<file path="src/sv/sao_pkg.sv">
`default_nettype none

package sao_pkg;

    // Field and register widths
    localparam int SAMPLE_W  = 16;
    localparam int GROUP_W   = 10;
    localparam int LENGTH_W  = 13;
    localparam int INDEX_W   = 12;
    localparam int CFG_IDX_W = 2;
    localparam int CFG_W     = 16;

    // Signed per-pixel sum and the divider operands
    localparam int SUM_W     = 28;
    localparam int DIFF_W    = SAMPLE_W + 1;
    localparam int DIVD_W    = SUM_W + 1;
    localparam int DIVS_W    = GROUP_W + 1;
    localparam int STEP_W    = $clog2(DIVD_W);

    localparam logic [GROUP_W-1:0]  GROUP_MAX = GROUP_W'(1000);
    localparam logic [SAMPLE_W-1:0] VALUE_MAX = '1;

    // Register indexes on the configuration port
    localparam logic [CFG_IDX_W-1:0] REG_GROUP  = 2'd0;
    localparam logic [CFG_IDX_W-1:0] REG_OFFSET = 2'd1;
    localparam logic [CFG_IDX_W-1:0] REG_LENGTH = 2'd2;

    typedef enum logic [1:0] {
        ST_IDLE,
        ST_UPDATE,
        ST_DIVIDE,
        ST_FINISH
    } t_state;

    typedef struct packed {
        logic accept;
        logic update;
        logic div_step;
        logic out_load;
    } t_cmd;

    typedef struct packed {
        logic warm_item;
        logic last_spec;
        logic div_last;
        logic out_free;
    } t_stat;

endpackage

`default_nettype wire

</file>
<file path="src/sv/sao_ctrl.sv">
`default_nettype none

module sao_ctrl
    import sao_pkg::*;
(
    input  wire   i_clk,
    input  wire   i_rst_n,
    input  wire   i_in_valid,
    output logic  o_in_ready,
    input  t_stat i_stat,
    output t_cmd  o_cmd
);

    t_state r_state;
    t_state n_state;

    always_ff @(posedge i_clk) begin
        if (!i_rst_n) begin
            r_state <= ST_IDLE;
        end else begin
            r_state <= n_state;
        end
    end

    always_comb begin
        n_state    = r_state;
        o_cmd      = '0;
        o_in_ready = 1'b0;
        unique case (r_state)
            ST_IDLE: begin
                o_in_ready = 1'b1;
                if (i_in_valid) begin
                    o_cmd.accept = 1'b1;
                    n_state      = ST_UPDATE;
                end
            end
            ST_UPDATE: begin
                o_cmd.update = 1'b1;
                // only the last spectrum of a group produces a word
                if (i_stat.warm_item && i_stat.last_spec) begin
                    n_state = ST_DIVIDE;
                end else begin
                    n_state = ST_IDLE;
                end
            end
            ST_DIVIDE: begin
                o_cmd.div_step = 1'b1;
                if (i_stat.div_last) begin
                    n_state = ST_FINISH;
                end
            end
            ST_FINISH: begin
                // hold until the output register is free
                if (i_stat.out_free) begin
                    o_cmd.out_load = 1'b1;
                    n_state        = ST_IDLE;
                end
            end
            default: begin
                n_state = ST_IDLE;
            end
        endcase
    end

endmodule

`default_nettype wire

</file>
<file path="config.mk">
export PLATFORM = sky130hd
export DESIGN_NAME = sao_ctrl
export DESIGN_NICKNAME = d
export VERILOG_FILES = /design/src/sv/sao_pkg.sv /design/src/sv/sao_ctrl.sv
export SDC_FILE = /design/constraint.sdc
export NUM_CORES = 1
export LEC_CHECK = 0
export ABC_AREA = 1
export BUFFER_PORTS_ARGS = -buffer_cell sky130_fd_sc_hd__buf_2
export CAP_MARGIN = 20
export CORE_AREA = 5 5 42 44
export DETAILED_ROUTE_END_ITERATION = 8
export DIE_AREA = 0 0 47 49
export PLACE_DENSITY_LB_ADDON = 0.05
export SYNTH_ARGS = -nofsm -noshare
export SYNTH_HDL_FRONTEND = slang
export SYNTH_SLANG_ARGS = --single-unit
</file>
<file path="constraint.sdc">
create_clock -name i_clk -period 1 [get_ports i_clk]
set_input_delay 0.05 -clock i_clk [delete_from_list [all_inputs] [get_ports i_clk]]
set_output_delay 0.05 -clock i_clk [all_outputs]
set_load 0.05 [all_outputs]
</file>
==> results of run 1 <==
-- repair_timing --
item,4_1_cts,5_1_grt
gates resized for setup,11,5
buffers inserted,3,0
setup endpoints to repair,5,6
gates cloned,0,0
pin swaps,3,1
-- metal layers --
metal | up-vias | GRT usage [%] | share of wire, %
li1 | 107 | - | -
met1 | 76 | 5.25 | 35
met2 | 10 | 7.47 | 51
met3 | 0 | 6.27 | 15
met4 | 0 | 2.76 | 0
met5 | - | 0 | 0
-- layout make-up --
type	count	area share, %
multi-input cells	17	33.1
inverters	6	6.77
clock buffers	3	6.77
well taps	16	6.02
flip-flops and latches	2	14.3
repair buffers	14	33.1
-- through the flow --
| step | setup WS (ns) | std cells | utilization, % |
|---|---|---|---|
| 6_report | -0.0308 | 58 | 23.8 |
| 5_1_grt | -0.0986 | 58 | 23.8 |
| 4_1_cts | -0.0614 | 58 | 22.9 |
| 3_5_place_dp | 0.0710 | 52 | 17.5 |
| 3_3_place_gp | 0.0701 | 52 | 17.5 |
| 2_1_floorplan | -0.0867 | 25 | - |
-- where the power goes --
group | leakage [nW] | total [mW] | internal (mW) | switching (mW)
registers | 0.0178 | 0.129 | 0.0987 | 0.0299
logic | 0.140 | 0.353 | 0.142 | 0.211
clock network | 0.0138 | 0.180 | 0.133 | 0.0479
-- worst paths after layout --
kind	slack, ns	startpoint	cells after the start	to
max	-0.03	register	4	o_cmd[3]
min	0.08	i_rst_n	3	register
max reg2reg	0.03	register	6	register
min reg2reg	0.61	r_state[0]	3	r_state[0]
-- cell usage in the layout (no fill, tap or decap), drive strengths merged --
master,n
nand2,9
buf,14
inv,6
nand3,1
clkbuf,3
dfxtp,2
a21oi,1
nor2,6
-- worst register-to-register path, cell delays in order, from the launching register on --
cell and delay [ns]:
dfxtp_4 0.35, nor2_4 0.12, inv_2 0.05, buf_4 0.12, buf_4 0.12, nand2_2 0.05
a21oi_2 0.03
-- kinds of logic after synthesis --
logic type	Yosys count	share of synthesized area, %
buffers and inverters	6	15.5
AND/OR/NAND/NOR	16	50.9
flip-flops	2	27.6
AO/OA/AOI/OAI	1	6.04
==> results.json, run 1 <==
{
  "status": "complete, but fails checks",
  "violations": "setup timing",
  "worstPathArrival_ns": 0.98,
  "ys_ff_latch": 2,
  "worst_pin_slew_ns": 0.252,
  "clockBufferDepth": 2,
  "synth_seq_area_share_pct": 27.6,
  "clock_latency_ns": 0.23,
  "core_area_sq_mm": 0.00140,
  "first_global_vias": 216,
  "path_common_cell": "nor2_4",
  "io_pins": 12,
  "syn_avg_cell_area_sq_um": 5.81,
  "cts_tree": "yes",
  "grt_pass1_wl_um": 862,
  "place_congestion": 0.611,
  "finalSetupViolations": 3,
  "max_stage_delay_ns": 0.35,
  "numCtsBuffers": 3,
  "clk_pin_slew_ns": 0.03,
  "rows": 14,
  "hold_ws_ns": 0.0784,
  "grt_max_degree": 6,
  "nets": 51,
  "start_kind": "register",
  "drive_above_1_share_pct": 73.8,
  "synthArstFlopShare_pct": 0,
  "max_slew_margin_pct": 83.3,
  "cp_top_family": "flip-flops",
  "post_dp_cell_area_sq_um": 245,
  "powerDensity_mw_per_mm2": 1990,
  "dp_hpwl_um": 383,
  "path_buf_inv": 2,
  "syn-cell-area_sq_um": 145,
  "wl_um": 486,
  "hp-class": "input port to register",
  "root_buffer": "clkbuf_4",
  "overflow": 0,
  "synth_area_leader_cell": "dfxtp_1",
  "synth_top_area_share_pct": 27.6,
  "vias": 193,
  "yosys-top-cells-count": "nand2_1 (8), inv_1 (6), nor2_1 (4)",
  "leakage_nw": 0.172,
  "num-fill-cells": 178,
  "n_antenna_cell": 0,
  "ir_worst_vdd_uv": 688,
  "antenna_found_initial": 0,
  "die_h_um": 49,
  "worstPathRequired_ns": 0.95,
  "power.total_mw": 0.662,
  "hold_violations": 0,
  "grt_setup_unrepaired": "yes",
  "period_needed_ns": 1.03,
  "syn_inst": 25,
  "initial_utilization_pct": 10.4,
  "holdBufCountCts": 0,
  "synth.area.top_cells": "dfxtp_1 (28%), nand2_1 (21%), inv_1 (16%), nor2_1 (10%), nor2_4 (7.8%)",
  "ys_types": 9,
  "crit_fanout": 3,
  "fin_tns_setup_ns": -0.0552,
  "grt_usage_pct": 5.63,
  "synth_edf_count": 0,
  "design_area_sq_um": 333,
  "yosysMostFrequentCell": "nand2_1",
  "maxCapViolations": 0,
  "worstPathCellList": "nor2_4, inv_2, nor2_4, buf_8",
  "die_width_um": 47,
  "multi_input_area_sq_um": 110,
  "synth-main-ff-cell": "dfxtp_1",
  "ant_nets": 0,
  "skew_ns": 0.00680,
  "seq_area_sq_um": 47.5,
  "end_kind": "output port",
  "finalMaxSlewViolations": 0,
  "initialDrtViolationCount": 2,
  "drtPass1Iterations": 2,
  "dieArea_sq_mm": 0.00230,
  "synthToLayoutAreaGrowth_pct": 129,
  "ys_warn_count": 0,
  "setup_ws_ns": -0.0308,
  "drc": 0,
  "fin_crit_sh_pct": 103,
  "cp_slowest_cell": "dfxtp_4",
  "cts_max_level": 1,
  "cts_sinks": 2,
  "viasPerCell": 3.33,
  "wl_per_cell_um": 8.38,
  "port_buffers": 11,
  "crit_type": "register to output port",
  "synth_nets": 32,
  "fmax_ghz": 0.970
}
No activity file was read; power rests on OpenSTA's default activity.
==> inputs of run 2 (changes only) <==
--- a/config.mk
+++ b/config.mk
@@ -9,9 +9,9 @@
 export BUFFER_PORTS_ARGS = -buffer_cell sky130_fd_sc_hd__buf_2
 export CAP_MARGIN = 20
 export CORE_AREA = 5 5 42 44
+export CTS_CLUSTER_SIZE = 20
 export DETAILED_ROUTE_END_ITERATION = 8
 export DIE_AREA = 0 0 47 49
-export PLACE_DENSITY_LB_ADDON = 0.05
 export SYNTH_ARGS = -nofsm -noshare
 export SYNTH_HDL_FRONTEND = slang
 export SYNTH_SLANG_ARGS = --single-unit
==> run 2 against run 1 <==
- the run still ends with setup timing left
- flip-flop and latch count unchanged
- global-route usage is 0.63 points lower
- cell count unchanged
- fmax is 1.4% lower
- first-iteration DRC count down 100%
- via count is 2.6% higher
- combinational power increased by 6.2%
- non-clock buffer count is the same
- sequential power about the same
- critical endpoint unchanged
- highest routed layer unchanged
==> results.json, run 2 (synthesized netlist as in run 1, its figures left out) <==
{
  "status": "complete, but fails checks",
  "violations": "setup timing",
  "die_h_um": 49,
  "grt_max_degree": 6,
  "n_antenna_cell": 0,
  "powerDensity_mw_per_mm2": 1930,
  "drive_above_1_share_pct": 71.4,
  "worstPathRequired_ns": 0.95,
  "worstPathArrival_ns": 1.00,
  "ir_worst_vdd_uv": 431,
  "max_slew_margin_pct": 83.4,
  "num-fill-cells": 174,
  "start_kind": "register",
  "wl_um": 502,
  "finalMaxSlewViolations": 0,
  "clk_pin_slew_ns": 0.03,
  "numCtsBuffers": 3,
  "place_congestion": 0.664,
  "skew_ns": 0.00268,
  "reg2reg_from": "r_state[0]",
  "nets": 51,
  "clockPowerShare_pct": 26.5,
  "clock_latency_ns": 0.23,
  "ant_nets": 0,
  "maxCapViolations": 0,
  "cts_sinks": 2,
  "first_global_vias": 203,
  "clockBufferDepth": 2,
  "core_area_sq_mm": 0.00140,
  "overflow": 0,
  "hp-class": "input port to register",
  "crit_type": "register to output port",
  "rows": 14,
  "p_int_mw": 0.386,
  "final_cell_mix": "nand2_1 (7), buf_2 (7), nor2_4 (5)",
  "finalSetupViolations": 4,
  "dieArea_sq_mm": 0.00230,
  "wl_per_cell_um": 8.66,
  "hp-start": "i_rst_n",
  "vias": 198,
  "multi_input_area_sq_um": 118,
  "fin_crit_sh_pct": 105,
  "cts_max_level": 1,
  "initial_utilization_pct": 10.4,
  "drtPass1Iterations": 1,
  "sw_frac_of_total_pct": 43.8,
  "leakage_nw": 0.180,
  "viasPerCell": 3.41,
  "synthToLayoutAreaGrowth_pct": 146,
  "crit_fanout": 3,
  "finalCoreUtilization_pct": 25.4,
  "worst_pin_slew_ns": 0.251,
  "setup_ws_ns": -0.0450,
  "drc": 0,
  "grt_usage_pct": 4.99,
  "grt_pass1_wl_um": 738,
  "period_needed_ns": 1.05,
  "post_dp_cell_area_sq_um": 245,
  "hold_violations": 0,
  "antenna_found_initial": 0,
  "cts_tree": "yes",
  "dp_hpwl_um": 369,
  "power.switching_mw": 0.301,
  "initialDrtViolationCount": 0,
  "root_buffer": "clkbuf_4",
  "grt_setup_unrepaired": "yes",
  "design_area_sq_um": 357,
  "pwr-share-seq_pct": 18.8,
  "comb_power_share_pct": 54.6,
  "die_width_um": 47,
  "end_kind": "output port",
  "fmax_ghz": 0.957,
  "seq_area_sq_um": 47.5,
  "io_pins": 12,
  "port_buffers": 11,
  "holdBufCountCts": 0
}
## run 2: cell counts in the layout (fill, tap and decap cells not counted)
No cell type changed its count.
## run 2: power groups by stage
stage	registers (mW)	clock network, mW	logic [mW]
floorplan	0.121	0	0.220
global route	0.132	0.201	0.406
detailed placement	0.125	0	0.274
global placement	0.122	0	0.273
finish	0.129	0.182	0.375
CTS	0.126	0.195	0.303
## run 2: worst paths after layout
check                                   to  slack (ns)  cells past startpoint
worst min-delay path              register        0.08                      3
worst min register to register  r_state[0]        0.63                      4
worst max-delay path              o_cmd[3]       -0.05                      4
worst max register to register    register        0.09                      5
## run 2: timing repair
action / 4_1_cts / 5_1_grt
endpoints found under the setup margin: 5 / 5
pin swaps: 3 / 5
buffers inserted: 0 / 3
gates resized for setup: 11 / 7
## run 2: area by class of cell
class                   count  area share (%)
inverters                   6            6.32
flip-flops and latches      2            13.3
clock buffers               3            6.32
repair buffers             14            35.4
well taps                  16            5.61
multi-input cells          17            33.0
## run 2: worst max-delay path: stages (launching register included)
cell and delay (ns):
dfxtp_4 0.35, nor2_4 0.12, inv_2 0.06, nor2_4 0.08, buf_8 0.15
## run 2: metal layers
layer	share of wire, %	global-route usage, %
met5	0	0
met4	0	6.91
met3	12	2.21
met2	58	7.24
met1	30	3.94
## run 2: metrics by stage
step	setup slack, ns	power, mW	std cells	TNS [ns]	hold slack, ns
finish	-0.0450	0.687	58	-0.0959	0.0785
global route	-0.105	0.738	58	-0.339	0.0868
CTS	-0.0705	0.624	55	-0.193	0.0692
floorplan	-0.0867	0.341	25	-0.144	0.180
detailed placement	0.0654	0.399	52	0	0.312
global placement	0.0870	0.395	52	0	0.311
==> inputs of run 3 (changes only) <==
--- a/config.mk
+++ b/config.mk
@@ -5,7 +5,6 @@
 export SDC_FILE = /design/constraint.sdc
 export NUM_CORES = 1
 export LEC_CHECK = 0
-export ABC_AREA = 1
 export BUFFER_PORTS_ARGS = -buffer_cell sky130_fd_sc_hd__buf_2
 export CAP_MARGIN = 20
 export CORE_AREA = 5 5 42 44
==> run 3 against run 2 <==
- the run still ends with setup timing left
- synthesized cell count shrank 44%
- sequential power fell by 29%
- fmax decreased by 4.2%
- critical path depth is the same
- register-to-register slack better by 0.03 ns
- die area is the same
- critical endpoint unchanged
- largest cell class unchanged
- largest power group is now clock
==> results.json, run 3 <==
{
  "design_area_sq_um": 317,
  "synth-main-ff-cell": "dfxtp_1",
  "max_slew_margin_pct": 92.1,
  "end_kind": "output port",
  "skew_ns": 0.00579,
  "violations": "setup timing",
  "synthArstFlopShare_pct": 0,
  "worst_pin_slew_ns": 0.115,
  "drtPass1Iterations": 1,
  "worstPathArrival_ns": 1.04,
  "num-fill-cells": 154,
  "final_cell_mix": "buf_2 (6), buf_6 (4), clkbuf_4 (3)",
  "overflow": 0,
  "grt_setup_unrepaired": "yes",
  "initialDrtViolationCount": 0,
  "clockBufferDepth": 2,
  "initial_utilization_pct": 8.57,
  "vias": 170,
  "n_antenna_cell": 0,
  "synth_edf_count": 0,
  "drive_above_1_share_pct": 75.0,
  "start_kind": "register",
  "hold-path-endpoint": "r_state[0]",
  "seq_area_sq_um": 47.5,
  "grt_max_degree": 8,
  "synthToLayoutAreaGrowth_pct": 164,
  "synth_top_area_share_pct": 33.3,
  "hold_violations": 0,
  "maxCapViolations": 0,
  "multi_input_area_sq_um": 103,
  "whs_path_depth": 2,
  "fin_crit_sh_pct": 109,
  "ir_worst_vdd_uv": 276,
  "post_dp_cell_area_sq_um": 236,
  "finalCoreUtilization_pct": 22.6,
  "die_width_um": 47,
  "holdBufCountCts": 0,
  "r2r_cells": 4,
  "crit_fanout": 6,
  "grt_usage_pct": 4.50,
  "rows": 14,
  "finalMaxSlewViolations": 0,
  "ys_warn_count": 0,
  "hp-start": "i_rst_n",
  "place_congestion": 0.588,
  "final_common_cell": "buf_2",
  "core_area_sq_mm": 0.00140,
  "ys_types": 11,
  "viasPerCell": 3.54,
  "worstPathRequired_ns": 0.95,
  "status": "complete, but fails checks",
  "fmax_ghz": 0.917,
  "syn_avg_cell_area_sq_um": 8.58,
  "dieArea_sq_mm": 0.00230,
  "reg2reg_slack_ns": 0.12,
  "ant_nets": 0,
  "drc": 0,
  "leakage_nw": 0.139,
  "syn-cell-area_sq_um": 120,
  "dp_hpwl_um": 307,
  "synth_area_leader_cell": "dfxtp_1",
  "wl_um": 381,
  "syn_inst": 14,
  "antenna_found_initial": 0,
  "wl_per_cell_um": 7.94,
  "powerDensity_mw_per_mm2": 1320,
  "finalSetupViolations": 4,
  "numCtsBuffers": 3,
  "period_needed_ns": 1.09,
  "hp-class": "input port to register",
  "port_buffers": 11,
  "root_buffer": "clkbuf_4",
  "first_global_vias": 159,
  "setup_ws_ns": -0.0907,
  "synth_seq_area_share_pct": 33.3,
  "die_h_um": 49,
  "pre_cts_ws_ns": 0.00150,
  "io_pins": 12,
  "nets": 40,
  "cts_tree": "yes",
  "synth.area.top_cells": "dfxtp_1 (33%), and2_1 (10%), nor2b_1 (10%), mux2i_1 (8.3%), a32oi_1 (7.3%)",
  "cts_sinks": 2,
  "crit_type": "register to output port",
  "clk_pin_slew_ns": 0.04,
  "cts_max_level": 1,
  "fin_tns_setup_ns": -0.198,
  "yosys-top-cells-count": "and2_1 (2), dfxtp_1 (2), nor2b_1 (2)",
  "grt_pass1_wl_um": 579,
  "clock_latency_ns": 0.23,
  "ys_ff_latch": 2,
  "synth_nets": 21
}
## run 3: cell count changes in the layout (fill, tap and decap cells not counted), sizes merged, moves of 2 or more
| cell | delta |
|---|---|
| nor2b | +3 |
| nor2 | -5 |
| nand2 | -8 |
| and2 | +2 |
| inv | -6 |
## run 3: logic make-up (layout without fill, tap and decap cells)
logic type             count (synthesis)  in the layout  share of synthesized area (%)
buffers and inverters                  0             18                              0
multiplexers                           1              1                           8.33
AND/OR/NAND/NOR                        9              9                           46.9
AO/OA/AOI/OAI                          2              2                           11.5
flip-flops                             2              2                           33.3
## run 3: worst max-delay path by stage
stage,endpoint,from,slack (ns),cells after the start
5_1_grt,o_cmd[3],register,-0.14,4
4_1_cts,o_cmd[3],register,-0.10,4
3_5_place_dp,o_cmd[3],register,0.002,4
3_3_place_gp,o_cmd[3],register,0.02,4
2_1_floorplan,o_cmd[3],register,-0.03,2
6_report,o_cmd[3],register,-0.09,4
## run 3: final cells by class
class / count / share of cell area, %
well taps: 16 / 6.32
clock buffers: 4 / 8.30
repair buffers: 14 / 37.9
flip-flops and latches: 2 / 15.0
multi-input cells: 12 / 32.4
## run 3: metal layers
layer  track usage [%]  routed length (um)
met1              2.63                 137
met2              4.98                 188
met3              6.64                  55
met4              5.53                   0
met5                 0                   0
## run 3: through the flow
stage / hold slack, ns / total power, mW / std cells
2_1_floorplan: 0.171 / 0.160 / 14
3_3_place_gp: 0.266 / 0.189 / 43
3_5_place_dp: 0.276 / 0.190 / 43
4_1_cts: 0.0283 / 0.434 / 48
5_1_grt: 0.0297 / 0.460 / 48
6_report: 0.0343 / 0.417 / 48
## run 3: power breakdown
part / leakage (nW) / internal, mW / switching [mW]
registers: 0.0178 / 0.0821 / 0.00906
clock network: 0.0150 / 0.149 / 0.0544
logic: 0.106 / 0.0613 / 0.0615
## run 3: timing repair
action	in CTS	in global routing
resized for setup	14	1
setup buffers	1	0
setup endpoints to repair	5	5
hold endpoints to repair	0	0
pin swaps	1	0
## run 3: worst max-delay path: stages (launching register included)
cell,delay [ns]
dfxtp_4,0.35
buf_6,0.12
nor2_4,0.07
and2_4,0.14
buf_8,0.13
